<file path="src/sv/spsp_pkg.sv">
// ----------------------------------------------------------------------------
// space packet stream parser package
// result kinds, parser phases and primary header field unpacking
// ----------------------------------------------------------------------------
package spsp_pkg;

   localparam int unsigned SEC_HEADER_BYTES = 7;
   localparam int unsigned PRI_HEADER_BYTES = 6;

   localparam logic [1:0] KIND_PRI  = 2'd0;
   localparam logic [1:0] KIND_SEC  = 2'd1;
   localparam logic [1:0] KIND_USER = 2'd2;

   localparam logic [1:0] PHASE_PRI  = 2'd0;
   localparam logic [1:0] PHASE_SEC  = 2'd1;
   localparam logic [1:0] PHASE_DATA = 2'd2;

   localparam logic [2:0] PRI_LAST_INDEX = 3'(PRI_HEADER_BYTES - 1);
   localparam logic [2:0] SEC_LAST_INDEX = 3'(SEC_HEADER_BYTES - 1);
   localparam logic [16:0] SEC_BYTES_17 = 17'(SEC_HEADER_BYTES);

   typedef struct packed {
      logic [2:0]  pkt_version;
      logic        pkt_type;
      logic        sec_flag;
      logic [10:0] apid;
      logic [1:0]  segment_flags;
      logic [13:0] seq_count;
      logic [15:0] data_length;
   } pri_header_type;

   function automatic pri_header_type unpack_header(input logic [47:0] hdr);
      pri_header_type h;
      h.pkt_version   = hdr[47:45];
      h.pkt_type      = hdr[44];
      h.sec_flag      = hdr[43];
      h.apid          = hdr[42:32];
      h.segment_flags = hdr[31:30];
      h.seq_count     = hdr[29:16];
      h.data_length   = hdr[15:0];
      return h;
   endfunction

endpackage

</file>
<file path="src/sv/space_packet_stream_parser.sv">
// ----------------------------------------------------------------------------
// space packet stream parser
// splits a byte stream of back-to-back space packets into header and data results
// ----------------------------------------------------------------------------
// usage
//   req_ channel: one stream byte per transfer, in packet order
//   rsp_ channel: one result per primary header, per secondary header and
//     per user data byte; header bytes being collected give no result
//   result: registered, shown in the cycle after the byte that completes it
//   throughput: one byte per cycle while req_ready is high; the parser state and the
//     result register are updated in the cycle a byte is taken
//   stall: the result register holds while rsp_ready is low, and req_ready
//     drops only when that register is full and not being emptied, so
//     header bytes flow on as soon as the pending result leaves
//   reset: synchronous; the parser restarts on a primary header and the
//     result register is emptied
//   header fields are repeated on every result of a packet; epoch and
//     sw_version are zero unless kind is the secondary header, user_byte is
//     zero unless kind is a user data byte
// ----------------------------------------------------------------------------
module space_packet_stream_parser (
   input  logic        clock,
   input  logic        reset,
   input  logic        req_valid,
   output logic        req_ready,
   input  logic [7:0]  req_stream_byte,
   output logic        rsp_valid,
   input  logic        rsp_ready,
   output logic [1:0]  rsp_kind,
   output logic [2:0]  rsp_pkt_version,
   output logic        rsp_pkt_type,
   output logic        rsp_sec_flag,
   output logic [10:0] rsp_apid,
   output logic [1:0]  rsp_segment_flags,
   output logic [13:0] rsp_seq_count,
   output logic [15:0] rsp_data_length,
   output logic [31:0] rsp_epoch,
   output logic [23:0] rsp_sw_version,
   output logic [7:0]  rsp_user_byte,
   output logic        rsp_last
);

   logic [1:0]  phase_ff, phase_in;
   logic [2:0]  idx_ff, idx_in;
   logic [47:0] hdr_ff, hdr_in;
   logic [55:0] sec_ff, sec_in;
   logic [16:0] rem_ff, rem_in;

   logic        valid_ff, valid_in;
   logic [1:0]  kind_ff, kind_in;
   spsp_pkg::pri_header_type fields_ff, fields_in;
   logic [31:0] epoch_ff, epoch_in;
   logic [23:0] swv_ff, swv_in;
   logic [7:0]  user_ff, user_in;
   logic        last_ff, last_in;

   logic        take;
   logic        emit;
   logic [47:0] hdr_shifted;
   logic [55:0] sec_shifted;
   logic [16:0] total;

   assign req_ready   = !valid_ff || rsp_ready;
   assign take        = req_valid && req_ready;
   assign hdr_shifted = {hdr_ff[39:0], req_stream_byte};
   assign sec_shifted = {sec_ff[47:0], req_stream_byte};
   assign total       = {1'b0, hdr_ff[15:0]} + 17'd1;

   always_comb begin
      phase_in  = phase_ff;
      idx_in    = idx_ff;
      hdr_in    = hdr_ff;
      sec_in    = sec_ff;
      rem_in    = rem_ff;
      emit      = 1'b0;
      kind_in   = kind_ff;
      fields_in = fields_ff;
      epoch_in  = epoch_ff;
      swv_in    = swv_ff;
      user_in   = user_ff;
      last_in   = last_ff;
      if (take) begin
         case (phase_ff)
            spsp_pkg::PHASE_SEC: begin
               sec_in = sec_shifted;
               if (idx_ff < spsp_pkg::SEC_LAST_INDEX) begin
                  idx_in = idx_ff + 3'd1;
               end else begin
                  idx_in    = 3'd0;
                  emit      = 1'b1;
                  kind_in   = spsp_pkg::KIND_SEC;
                  fields_in = spsp_pkg::unpack_header(hdr_ff);
                  epoch_in  = sec_shifted[55:24];
                  swv_in    = sec_shifted[23:0];
                  user_in   = 8'd0;
                  if (total > spsp_pkg::SEC_BYTES_17) begin
                     rem_in   = total - spsp_pkg::SEC_BYTES_17;
                     phase_in = spsp_pkg::PHASE_DATA;
                     last_in  = 1'b0;
                  end else begin
                     rem_in   = 17'd0;
                     phase_in = spsp_pkg::PHASE_PRI;
                     last_in  = 1'b1;
                  end
               end
            end
            spsp_pkg::PHASE_DATA: begin
               emit      = 1'b1;
               kind_in   = spsp_pkg::KIND_USER;
               fields_in = spsp_pkg::unpack_header(hdr_ff);
               epoch_in  = 32'd0;
               swv_in    = 24'd0;
               user_in   = req_stream_byte;
               if (rem_ff <= 17'd1) begin
                  rem_in   = 17'd0;
                  phase_in = spsp_pkg::PHASE_PRI;
                  last_in  = 1'b1;
               end else begin
                  rem_in  = rem_ff - 17'd1;
                  last_in = 1'b0;
               end
            end
            default: begin
               phase_in = spsp_pkg::PHASE_PRI;
               hdr_in   = hdr_shifted;
               if (idx_ff < spsp_pkg::PRI_LAST_INDEX) begin
                  idx_in = idx_ff + 3'd1;
               end else begin
                  idx_in    = 3'd0;
                  emit      = 1'b1;
                  kind_in   = spsp_pkg::KIND_PRI;
                  fields_in = spsp_pkg::unpack_header(hdr_shifted);
                  epoch_in  = 32'd0;
                  swv_in    = 24'd0;
                  user_in   = 8'd0;
                  last_in   = 1'b0;
                  if (hdr_shifted[43]) begin
                     phase_in = spsp_pkg::PHASE_SEC;
                     sec_in   = 56'd0;
                     rem_in   = 17'd0;
                  end else begin
                     phase_in = spsp_pkg::PHASE_DATA;
                     rem_in   = {1'b0, hdr_shifted[15:0]} + 17'd1;
                  end
               end
            end
         endcase
      end
      valid_in = emit || (valid_ff && !rsp_ready);
   end

   always_ff @(posedge clock) begin
      if (reset) begin
         phase_ff <= spsp_pkg::PHASE_PRI;
         idx_ff   <= 3'd0;
         hdr_ff   <= 48'd0;
         sec_ff   <= 56'd0;
         rem_ff   <= 17'd0;
         valid_ff <= 1'b0;
      end else begin
         phase_ff <= phase_in;
         idx_ff   <= idx_in;
         hdr_ff   <= hdr_in;
         sec_ff   <= sec_in;
         rem_ff   <= rem_in;
         valid_ff <= valid_in;
      end
   end

   always_ff @(posedge clock) begin
      kind_ff   <= kind_in;
      fields_ff <= fields_in;
      epoch_ff  <= epoch_in;
      swv_ff    <= swv_in;
      user_ff   <= user_in;
      last_ff   <= last_in;
   end

   assign rsp_valid         = valid_ff;
   assign rsp_kind          = kind_ff;
   assign rsp_pkt_version   = fields_ff.pkt_version;
   assign rsp_pkt_type      = fields_ff.pkt_type;
   assign rsp_sec_flag      = fields_ff.sec_flag;
   assign rsp_apid          = fields_ff.apid;
   assign rsp_segment_flags = fields_ff.segment_flags;
   assign rsp_seq_count     = fields_ff.seq_count;
   assign rsp_data_length   = fields_ff.data_length;
   assign rsp_epoch         = epoch_ff;
   assign rsp_sw_version    = swv_ff;
   assign rsp_user_byte     = user_ff;
   assign rsp_last          = last_ff;

endmodule
</file>
<file path="config.mk">
export PLATFORM = sky130hd
export DESIGN_NAME = space_packet_stream_parser
export DESIGN_NICKNAME = d
export VERILOG_FILES = /design/src/sv/spsp_pkg.sv /design/src/sv/space_packet_stream_parser.sv
export SDC_FILE = /design/constraint.sdc
export NUM_CORES = 1
export LEC_CHECK = 0
export BUFFER_PORTS_ARGS = -buffer_cell sky130_fd_sc_hd__buf_2
export CAP_MARGIN = 20
export CORE_ASPECT_RATIO = 1.25
export CORE_MARGIN = 2
export CORE_UTILIZATION = 45
export DETAILED_ROUTE_END_ITERATION = 12
export SLEW_MARGIN = 10
export SYNTH_ARGS = -nofsm -noshare
export SYNTH_HDL_FRONTEND = slang
export SYNTH_SLANG_ARGS = --single-unit
</file>
<file path="constraint.sdc">
create_clock -name clock -period 7.95 [get_ports clock]
set_input_delay 0.795 -clock clock [delete_from_list [all_inputs] [get_ports clock]]
set_output_delay 0.795 -clock clock [all_outputs]
set_load 0.01 [all_outputs]
</file>
==> flow_metrics.env, run 1 <==
export IMPL_core_rowCount=62
export IMPL_clock_insertion_delay_at_the_later_pin_of_the_skew_report_ns=0.51
export IMPL_reg2reg_to="rem_ff[2]"
export IMPL_final_routed_wirelength_across_all_metal_layers_um=24600
export IMPL_grt_remaining_overflow=0
export IMPL_clk_pin_slew_ns=0.06
export IMPL_yosys_warnings=0
export IMPL_grt_setup_unrepaired="no"
export IMPL_worstPathArrival_ns=4.32
export IMPL_grt_start_max_net_pins=78
export IMPL_finalWeightedCongestion=0.833
export IMPL_final_nets=1105
export IMPL_drc=0
export IMPL_drv_slew=0
export IMPL_global_route_usage_met1=0.274
export IMPL_post_route_period_util=0.498
export IMPL_run_status="finished, final reports clean"
export IMPL_fillCellCount=2167
export IMPL_most_common_cell_after_layout_fill_and_taps_aside="sky130_fd_sc_hd__nand2_1"
export IMPL_syn_mean_instance_area_um2=10.4
export IMPL_synth_seq_area_share=0.561
export IMPL_critical_path_reg2reg_startpoint="phase_ff[1]"
export IMPL_leakage_nw=4.28
export IMPL_worstPathBufferInverterCount=3
export IMPL_cts_buffers=22
export IMPL_path_class="reg -> reg"
export IMPL_fp_dieH_um=174
export IMPL_crit_chain="inv_1 -> ha_2 -> nor2b_1 -> o21ai_0 -> a21oi_4 -> buf_4 -> buf_4 -> o21ai_0 -> a311oi_1 -> nor4_1"
export IMPL_timing_critical_path_required_ns=8.31
export IMPL_slew_headroom=0.335
export IMPL_die_w_um=140
export IMPL_post_cts_buffers=0
export IMPL_period_minus_slack_ns=3.96
export IMPL_reg2reg_slack_ns=3.99
export IMPL_initial_core_util=0.456
export IMPL_cts_htree_levels=1
export IMPL_timing_setup_tns_ns=0
export IMPL_dp_slack_ns=3.91
export IMPL_tritoncts="yes"
export IMPL_crit_path_start_kind="flop"
export IMPL_hold_path_end="hdr_ff[42]"
export IMPL_post_detailed_placement_half_perimeter_wirelength_um=15800
export IMPL_crit_path_top_delay_cell="sky130_fd_sc_hd__buf_4"
export IMPL_worst_skew_ns=0.0125
export IMPL_synth_edf_count=115
export IMPL_antenna_violations_before_repair=0
export IMPL_syn_cell_area_um2=10400
export IMPL_floorplan_core_area_um2=22800
export IMPL_postSynthCellCount=1002
export IMPL_area_growth_pct=14.0
export IMPL_met2_usage_grt=0.333
export IMPL_drt_vias_per_instance=5.43
export IMPL_grt_use_total=0.199
export IMPL_ant_nets=0
export IMPL_ys_async_sr_fraction=0
export IMPL_setup_ws_ns=3.99
export IMPL_grt_pass1_wl_um=39700
export IMPL_clkSinkCount=234
export IMPL_fin_util=0.519
export IMPL_postSynthRegisterBits=234
export IMPL_timing_hold_worst_class="reg -> reg"
export IMPL_fmaxAchievable_mhz=253
export IMPL_commonest_cells_after_routing_fill_and_taps_aside="sky130_fd_sc_hd__nand2_1, sky130_fd_sc_hd__buf_2, sky130_fd_sc_hd__dfxtp_1"
export IMPL_synthesized_net_count=1022
export IMPL_layout_drive_gt1_share=0.223
export IMPL_transition_at_the_pin_with_the_smallest_max_transition_slack_ns=0.998
export IMPL_port_buffer_count=128
export IMPL_clk_path_buf_depth=3
export IMPL_max_cap_viol_count=0
export IMPL_min_path_cells=2
export IMPL_delay_of_the_slowest_cell_on_the_worst_path_ns=0.83
export IMPL_clockRootBuffer="sky130_fd_sc_hd__clkbuf_16"
export IMPL_holdBufCountCts=0
export IMPL_power_per_cell_area_nw_per_um2=214
export IMPL_crit_fanout=77
export IMPL_first_global_vias=7267
export IMPL_critPathTopFamily="buffers and inverters"
export IMPL_report_power_total_w=0.00254
export IMPL_diodes=0
export IMPL_min_from="hdr_ff[42]"
export IMPL_number_of_hold_violations_in_the_final_report=0
export IMPL_design_die_area_um2=24300
export IMPL_wl_per_cell_um=17.7
export IMPL_postSynth_topFlopCell="sky130_fd_sc_hd__dfxtp_1"
export IMPL_finalHoldWorstSlack_ns=0.452
export IMPL_ir_worst_vdd_mv=0.160
export IMPL_pin_count=129
export IMPL_drt_first_iter_violations=493
export IMPL_via_count_of_the_routed_design=7536
export IMPL_gr_usage_met3=0.0231
export IMPL_synth_lib_cells_used_distinct=73
export IMPL_dr_pass1_iters=5
export IMPL_setup_viol_count_final=0
export IMPL_cts_repair_resized=0
export IMPL_setup_worst_path_end_class="flop"
export IMPL_busiest_layer="met2"
export IMPL_r2r_worst_path_cells=10
==> per-stage QoR <==
stage / area [um2] / std cells
5_1_grt: 11800 / 1389
6_report: 11800 / 1389
3_3_place_gp: 11200 / 1349
2_1_floorplan: 10400 / 1002
4_1_cts: 11800 / 1389
3_5_place_dp: 11200 / 1349
==> worst max path at each step <==
stage,depth (start not counted),from,endpoint,slack [ns]
CTS,10,phase_ff[1],rem_ff[2],3.91
floorplan,5,rsp_ready,rsp_apid[0],2.35
detailed placement,10,phase_ff[1],rem_ff[2],3.91
finish,10,phase_ff[1],rem_ff[2],3.99
global placement,10,phase_ff[1],rem_ff[2],4.01
global route,10,phase_ff[1],rem_ff[8],3.58
==> power breakdown <==
| part | internal (W) | total (W) | switching [W] | leakage, nW |
|---|---|---|---|---|
| Clock | 0.000527 | 0.000974 | 0.000447 | 0.329 |
| Sequential | 0.00129 | 0.00132 | 0.0000278 | 2.03 |
| Combinational | 0.0000925 | 0.000245 | 0.000152 | 1.92 |
| Total | 0.00191 | 0.00254 | 0.000627 | 4.28 |
==> cell families after synthesis <==
| family | Yosys count | share of synthesized area |
|---|---|---|
| compound gates | 191 | 0.124 |
| mux | 41 | 0.0443 |
| fa+ha+maj | 8 | 0.00963 |
| simple gates | 380 | 0.180 |
| xor+xnor | 50 | 0.0421 |
| buf+inv | 98 | 0.0383 |
| flops | 234 | 0.561 |
==> layout make-up <==
cell class	instances	area, um2	share of cell area
Sequential cell	234	5840	0.493
Clock inverter	12	83.8	0.00708
Multi-Input combinational cell	670	4200	0.355
Inverter	21	78.8	0.00665
Tap cell	288	360	0.0304
Clock buffer	28	583	0.0492
Timing Repair Buffer	136	703	0.0594
==> Yosys cell counts, types with 3 or more instances <==
master / instances / area share
sky130_fd_sc_hd__a2111oi_2: 3 / 0.0043
sky130_fd_sc_hd__a211oi_1: 3 / 0.0022
sky130_fd_sc_hd__a21boi_0: 3 / 0.0022
sky130_fd_sc_hd__a21oi_1: 70 / 0.034
sky130_fd_sc_hd__a22oi_1: 49 / 0.035
sky130_fd_sc_hd__a31o_2: 3 / 0.0025
sky130_fd_sc_hd__and2_1: 67 / 0.040
sky130_fd_sc_hd__and2_4: 3 / 0.0025
sky130_fd_sc_hd__and3_1: 5 / 0.0030
sky130_fd_sc_hd__and4_1: 3 / 0.0025
sky130_fd_sc_hd__buf_1: 5 / 0.0018
sky130_fd_sc_hd__buf_2: 11 / 0.0053
sky130_fd_sc_hd__buf_4: 4 / 0.0029
sky130_fd_sc_hd__clkbuf_1: 56 / 0.020
sky130_fd_sc_hd__dfxtp_1: 119 / 0.23
sky130_fd_sc_hd__edfxtp_1: 115 / 0.33
sky130_fd_sc_hd__ha_1: 8 / 0.0096
sky130_fd_sc_hd__inv_1: 21 / 0.0076
sky130_fd_sc_hd__mux2_2: 40 / 0.043
sky130_fd_sc_hd__nand2_1: 129 / 0.047
sky130_fd_sc_hd__nand3_1: 13 / 0.0063
sky130_fd_sc_hd__nand4_1: 10 / 0.0060
sky130_fd_sc_hd__nor2_1: 94 / 0.034
sky130_fd_sc_hd__nor3_1: 21 / 0.010
sky130_fd_sc_hd__nor4_1: 3 / 0.0018
sky130_fd_sc_hd__nor4_2: 3 / 0.0036
sky130_fd_sc_hd__o21ai_0: 21 / 0.010
sky130_fd_sc_hd__o221ai_1: 10 / 0.0084
sky130_fd_sc_hd__o22ai_1: 3 / 0.0018
sky130_fd_sc_hd__or3_1: 7 / 0.0042
sky130_fd_sc_hd__xnor2_1: 37 / 0.031
sky130_fd_sc_hd__xor2_1: 13 / 0.011
==> flip-flops by register name, indices dropped and copies added (netlist names), 2 cells and up <==
signal / count
hdr_ff: 48
sec_ff: 48
rsp_epoch: 32
rsp_sw_version: 24
rem_ff: 17
rsp_data_length: 16
rsp_seq_count: 14
rsp_apid: 11
rsp_user_byte: 8
idx_ff: 3
rsp_pkt_version: 3
phase_ff: 2
rsp_kind: 2
rsp_segment_flags: 2
==> tightest hold or removal path, cell delays in order (launching register included) <==
cell and delay [ns]:
sky130_fd_sc_hd__dfxtp_1 0.31, sky130_fd_sc_hd__nand2_1 0.05, sky130_fd_sc_hd__a21oi_1 0.05
==> metal layers <==
metal	vias up	share of wire
li1	3698	-
met1	3629	0.45
met2	172	0.48
met3	37	0.041
met4	0	0.024
met5	-	0
Note: power is estimated with default switching activity, not from simulation.
==> run 2: changes to the inputs <==
- PLACE_DENSITY: default -> 0.67
- clock period: 7.95 -> 3.5 ns (I/O delays scaled with it)
==> flow_metrics.env, run 2 (synthesized netlist as in run 1, its figures left out) <==
export IMPL_run_status="finished, final reports clean"
export IMPL_path_class="reg -> reg"
export IMPL_slew_headroom=0.397
export IMPL_most_common_cell_after_layout_fill_and_taps_aside="sky130_fd_sc_hd__nand2_1"
export IMPL_post_cts_buffers=0
export IMPL_area_growth_pct=15.4
export IMPL_layout_drive_gt1_share=0.232
export IMPL_grt_pass1_wl_um=39300
export IMPL_non_filler_instances=1402
export IMPL_worstPathArrival_ns=3.40
export IMPL_wl_per_cell_um=17.2
export IMPL_diodes=0
export IMPL_clk_pin_slew_ns=0.06
export IMPL_fillCellCount=2077
export IMPL_cts_htree_levels=1
export IMPL_die_w_um=140
export IMPL_port_buffer_count=128
export IMPL_clkPwrFrac=0.397
export IMPL_antenna_violations_before_repair=0
export IMPL_number_of_hold_violations_in_the_final_report=0
export IMPL_pin_count=129
export IMPL_ant_nets=0
export IMPL_timing_critical_path_required_ns=3.87
export IMPL_power_switching_w=0.00145
export IMPL_ir_worst_vdd_mv=0.364
export IMPL_final_routed_wirelength_across_all_metal_layers_um=24200
export IMPL_power_per_cell_area_nw_per_um2=491
export IMPL_period_minus_slack_ns=3.03
export IMPL_design_die_area_um2=24300
export IMPL_finalWeightedCongestion=0.914
export IMPL_grt_start_max_net_pins=94
export IMPL_drt_first_iter_violations=532
export IMPL_floorplan_core_area_um2=22800
export IMPL_grt_setup_unrepaired="no"
export IMPL_wl_met2_um=11900
export IMPL_share_seq_of_total_power=0.506
export IMPL_timing_hold_worst_class="in -> reg"
export IMPL_power_share_combinational=0.097
export IMPL_transition_at_the_pin_with_the_smallest_max_transition_slack_ns=0.905
export IMPL_met3_wl_um=1200
export IMPL_tritoncts="yes"
export IMPL_initial_core_util=0.456
export IMPL_worst_skew_ns=0.0142
export IMPL_holdBufCountCts=0
export IMPL_drc=0
export IMPL_reg2reg_slack_ns=0.47
export IMPL_setup_worst_path_end_class="flop"
export IMPL_routedLengthMet1_um=10500
export IMPL_cts_repair_resized=0
export IMPL_commonest_cells_after_routing_fill_and_taps_aside="sky130_fd_sc_hd__nand2_1, sky130_fd_sc_hd__buf_2, sky130_fd_sc_hd__dfxtp_1"
export IMPL_clk_path_buf_depth=3
export IMPL_fp_dieH_um=174
export IMPL_clock_insertion_delay_at_the_later_pin_of_the_skew_report_ns=0.53
export IMPL_first_global_vias=7401
export IMPL_leakage_nw=4.36
export IMPL_grt_use_total=0.196
export IMPL_top_layer_in_use="met4"
export IMPL_drt_vias_per_instance=5.48
export IMPL_clockRootBuffer="sky130_fd_sc_hd__clkbuf_16"
export IMPL_max_cap_viol_count=0
export IMPL_grt_remaining_overflow=0
export IMPL_setup_viol_count_final=0
export IMPL_crit_path_start_kind="flop"
export IMPL_post_detailed_placement_half_perimeter_wirelength_um=15600
export IMPL_drv_slew=0
export IMPL_via_count_of_the_routed_design=7686
export IMPL_clkSinkCount=234
export IMPL_post_route_period_util=0.865
export IMPL_fmaxAchievable_mhz=330
export IMPL_timing_setup_tns_ns=0
export IMPL_final_nets=1117
export IMPL_power_share_switching=0.246
export IMPL_dr_pass1_iters=5
export IMPL_crit_fanout=12
export IMPL_core_rowCount=62
export IMPL_intPower_w=0.00444
export IMPL_cts_buffers=23
export IMPL_placed_cells_incl_taps=1360
==> run 2: worst paths after layout <==
check	startpoint	endpoint	depth (start not counted)
setup / recovery	hdr_ff[1]	rem_ff[8]	9
hold / removal	req_valid	rsp_valid	3
setup reg to reg	hdr_ff[1]	rem_ff[8]	9
hold reg to reg	hdr_ff[44]	hdr_ff[44]	2
==> run 2: stage by stage <==
step / hold WS, ns / setup WS [ns] / power (W) / cell area [um2] / util
2_1_floorplan: 0.434 / 0.592 / 0.00345 / 10400 / -
3_3_place_gp: 0.440 / 0.604 / 0.00361 / 11300 / 0.495
3_5_place_dp: 0.447 / 0.518 / 0.00361 / 11300 / 0.495
4_1_cts: 0.149 / 0.508 / 0.00594 / 12000 / 0.526
5_1_grt: 0.190 / 0.169 / 0.00611 / 12000 / 0.526
6_report: 0.186 / 0.472 / 0.00589 / 12000 / 0.526
==> run 2: layer usage <==
metal / track usage / vias up
met1: 0.263 / 3714
li1: - / 3722
met5: 0 / -
met2: 0.333 / 210
met3: 0.0245 / 40
met4: 0.0588 / 0
==> run 2: cell type report <==
class | instances | area [um2] | area share
clock buffers | 32 | 639 | 0.0533
clock inverters | 10 | 73.8 | 0.00615
repair buffers | 147 | 811 | 0.0676
well taps | 288 | 360 | 0.0300
inverters | 21 | 78.8 | 0.00657
multi-input cells | 670 | 4200 | 0.350
flip-flops and latches | 234 | 5840 | 0.486
==> run 2: power groups by stage <==
stage / Clock, W / Sequential (W) / Combinational (W)
2_1_floorplan: 0 / 0.00304 / 0.000405
3_3_place_gp: 0 / 0.00304 / 0.000568
3_5_place_dp: 0 / 0.00304 / 0.000567
4_1_cts: 0.00238 / 0.00298 / 0.000573
5_1_grt: 0.00249 / 0.00299 / 0.000629
6_report: 0.00234 / 0.00298 / 0.000570
==> run 2: worst max-delay path, stage by stage, from the launching register on <==
cell and delay, ns:
sky130_fd_sc_hd__dfxtp_1 0.54, sky130_fd_sc_hd__ha_1 0.46, sky130_fd_sc_hd__nand3_1 0.22, sky130_fd_sc_hd__nor3_1 0.28, sky130_fd_sc_hd__xnor2_1 0.28, sky130_fd_sc_hd__and2_4 0.25, sky130_fd_sc_hd__a41oi_2 0.24, sky130_fd_sc_hd__buf_4 0.26
sky130_fd_sc_hd__a221oi_1 0.27, sky130_fd_sc_hd__nor3_1 0.08
==> run 3: changes to the inputs <==
- CORE_ASPECT_RATIO: 1.25 -> default
==> flow_metrics.env, run 3 (synthesized netlist as in run 1, its figures left out) <==
export IMPL_run_status="finished, final reports clean"
export IMPL_drc=0
export IMPL_met3_wl_um=1110
export IMPL_cts_htree_levels=1
export IMPL_drt_vias_per_instance=5.40
export IMPL_path_class="reg -> reg"
export IMPL_share_seq_of_total_power=0.470
export IMPL_ant_nets=0
export IMPL_grt_setup_unrepaired="no"
export IMPL_period_minus_slack_ns=3.13
export IMPL_clkSinkCount=234
export IMPL_post_route_period_util=0.895
export IMPL_wl_met2_um=11700
export IMPL_antenna_violations_before_repair=0
export IMPL_core_rowCount=55
export IMPL_critical_path_reg2reg_startpoint="hdr_ff[1]"
export IMPL_reg2reg_to="rem_ff[14]"
export IMPL_initial_core_util=0.459
export IMPL_grt_use_total=0.202
export IMPL_worstPathArrival_ns=3.56
export IMPL_top_layer_in_use="met4"
export IMPL_grt_start_max_net_pins=77
export IMPL_timing_critical_path_required_ns=3.93
export IMPL_reg2reg_slack_ns=0.37
export IMPL_fmaxAchievable_mhz=319
export IMPL_die_w_um=156
export IMPL_power_switching_w=0.00152
export IMPL_grt_pass1_wl_um=39400
export IMPL_ir_worst_vdd_mv=0.358
export IMPL_cts_buffers=26
export IMPL_holdBufCountCts=0
export IMPL_power_share_combinational=0.090
export IMPL_routedLengthMet1_um=11700
export IMPL_transition_at_the_pin_with_the_smallest_max_transition_slack_ns=0.895
export IMPL_power_share_switching=0.239
export IMPL_wl_per_cell_um=17.7
export IMPL_clkPwrFrac=0.439
export IMPL_floorplan_core_area_um2=22600
export IMPL_crit_path_start_kind="flop"
export IMPL_timing_setup_tns_ns=0
export IMPL_first_global_vias=7158
export IMPL_drt_first_iter_violations=405
export IMPL_final_routed_wirelength_across_all_metal_layers_um=24800
export IMPL_max_cap_viol_count=0
export IMPL_timing_hold_worst_class="in -> reg"
export IMPL_commonest_cells_after_routing_fill_and_taps_aside="sky130_fd_sc_hd__nand2_1, sky130_fd_sc_hd__buf_2, sky130_fd_sc_hd__dfxtp_1"
export IMPL_post_detailed_placement_half_perimeter_wirelength_um=16000
export IMPL_leakage_nw=4.43
export IMPL_pin_count=129
export IMPL_finalWeightedCongestion=0.892
export IMPL_design_die_area_um2=24300
export IMPL_port_buffer_count=128
export IMPL_diodes=0
export IMPL_fp_dieH_um=156
export IMPL_worst_setup_path_startpoint="hdr_ff[1]"
export IMPL_tritoncts="yes"
export IMPL_most_common_cell_after_layout_fill_and_taps_aside="sky130_fd_sc_hd__nand2_1"
export IMPL_setup_worst_path_end_class="flop"
export IMPL_cts_repair_resized=0
export IMPL_clockRootBuffer="sky130_fd_sc_hd__clkbuf_16"
export IMPL_post_cts_buffers=0
export IMPL_slew_headroom=0.403
export IMPL_placed_cells_incl_taps=1355
export IMPL_crit_end="rem_ff[14]"
export IMPL_number_of_hold_violations_in_the_final_report=0
export IMPL_layout_drive_gt1_share=0.235
export IMPL_drv_slew=0
export IMPL_area_growth_pct=16.8
export IMPL_clock_insertion_delay_at_the_later_pin_of_the_skew_report_ns=0.53
export IMPL_via_count_of_the_routed_design=7577
export IMPL_setup_viol_count_final=0
export IMPL_intPower_w=0.00483
export IMPL_clk_pin_slew_ns=0.06
export IMPL_worst_skew_ns=0.0124
export IMPL_grt_remaining_overflow=0
export IMPL_clk_path_buf_depth=3
export IMPL_crit_fanout=12
export IMPL_r2r_worst_path_cells=8
export IMPL_non_filler_instances=1403
export IMPL_dr_pass1_iters=5
export IMPL_power_per_cell_area_nw_per_um2=523
export IMPL_final_nets=1118
run 3: power by group through the flow:
| stage | registers (W) | logic [W] | clock network [W] |
|---|---|---|---|
| final | 0.00299 | 0.000574 | 0.00279 |
| after CTS | 0.00298 | 0.000576 | 0.00284 |
| after detailed placement | 0.00304 | 0.000570 | 0 |
| after global routing | 0.00299 | 0.000628 | 0.00296 |
| after floorplan | 0.00304 | 0.000405 | 0 |
| after global placement | 0.00304 | 0.000569 | 0 |
run 3: cell type report:
cell class / count / area (um2)
clock buffers: 34 / 721
clock inverters: 14 / 169
fillers: 1953 / 10500
inverters: 21 / 78.8
multi-input cells: 670 / 4200
flip-flops and latches: 234 / 5840
well taps: 285 / 357
repair buffers: 145 / 783
run 3: worst min-delay path by stage:
stage                                   from          to  depth (start not counted)
after CTS                 req_stream_byte[3]   hdr_ff[3]                          3
after detailed placement          hdr_ff[42]  hdr_ff[42]                          2
after global placement            hdr_ff[44]  hdr_ff[44]                          2
final                     req_stream_byte[0]   hdr_ff[0]                          3
after global routing      req_stream_byte[0]   hdr_ff[0]                          3
after floorplan                   hdr_ff[40]  hdr_ff[40]                          2
run 3: metrics by stage:
| step | setup WS, ns | utilization | cell area [um2] | power, W | hold slack (ns) |
|---|---|---|---|---|---|
| 4_1_cts | 0.417 | 0.536 | 12100 | 0.00640 | 0.190 |
| 5_1_grt | 0.163 | 0.536 | 12100 | 0.00658 | 0.206 |
| 6_report | 0.367 | 0.536 | 12100 | 0.00635 | 0.198 |
| 3_3_place_gp | 0.539 | 0.497 | 11300 | 0.00361 | 0.440 |
| 3_5_place_dp | 0.426 | 0.497 | 11300 | 0.00361 | 0.446 |
| 2_1_floorplan | 0.592 | - | 10400 | 0.00345 | 0.434 |
run 3: worst max-delay path: stages, from the launching register on:
cell	delay, ns
sky130_fd_sc_hd__dfxtp_1	0.58
sky130_fd_sc_hd__ha_1	0.50
sky130_fd_sc_hd__xnor2_1	0.19
sky130_fd_sc_hd__a22oi_1	0.12
sky130_fd_sc_hd__nor4_1	0.55
sky130_fd_sc_hd__and3_1	0.38
sky130_fd_sc_hd__nand4_1	0.17
sky130_fd_sc_hd__xnor2_1	0.20
sky130_fd_sc_hd__a2111oi_2	0.34
run 3: metal layers:
metal  GRT usage  up-vias
met4      0.0446        0
met1       0.284     3627
met2       0.335      197
met5           0        -
li1            -     3724
met3      0.0261       29
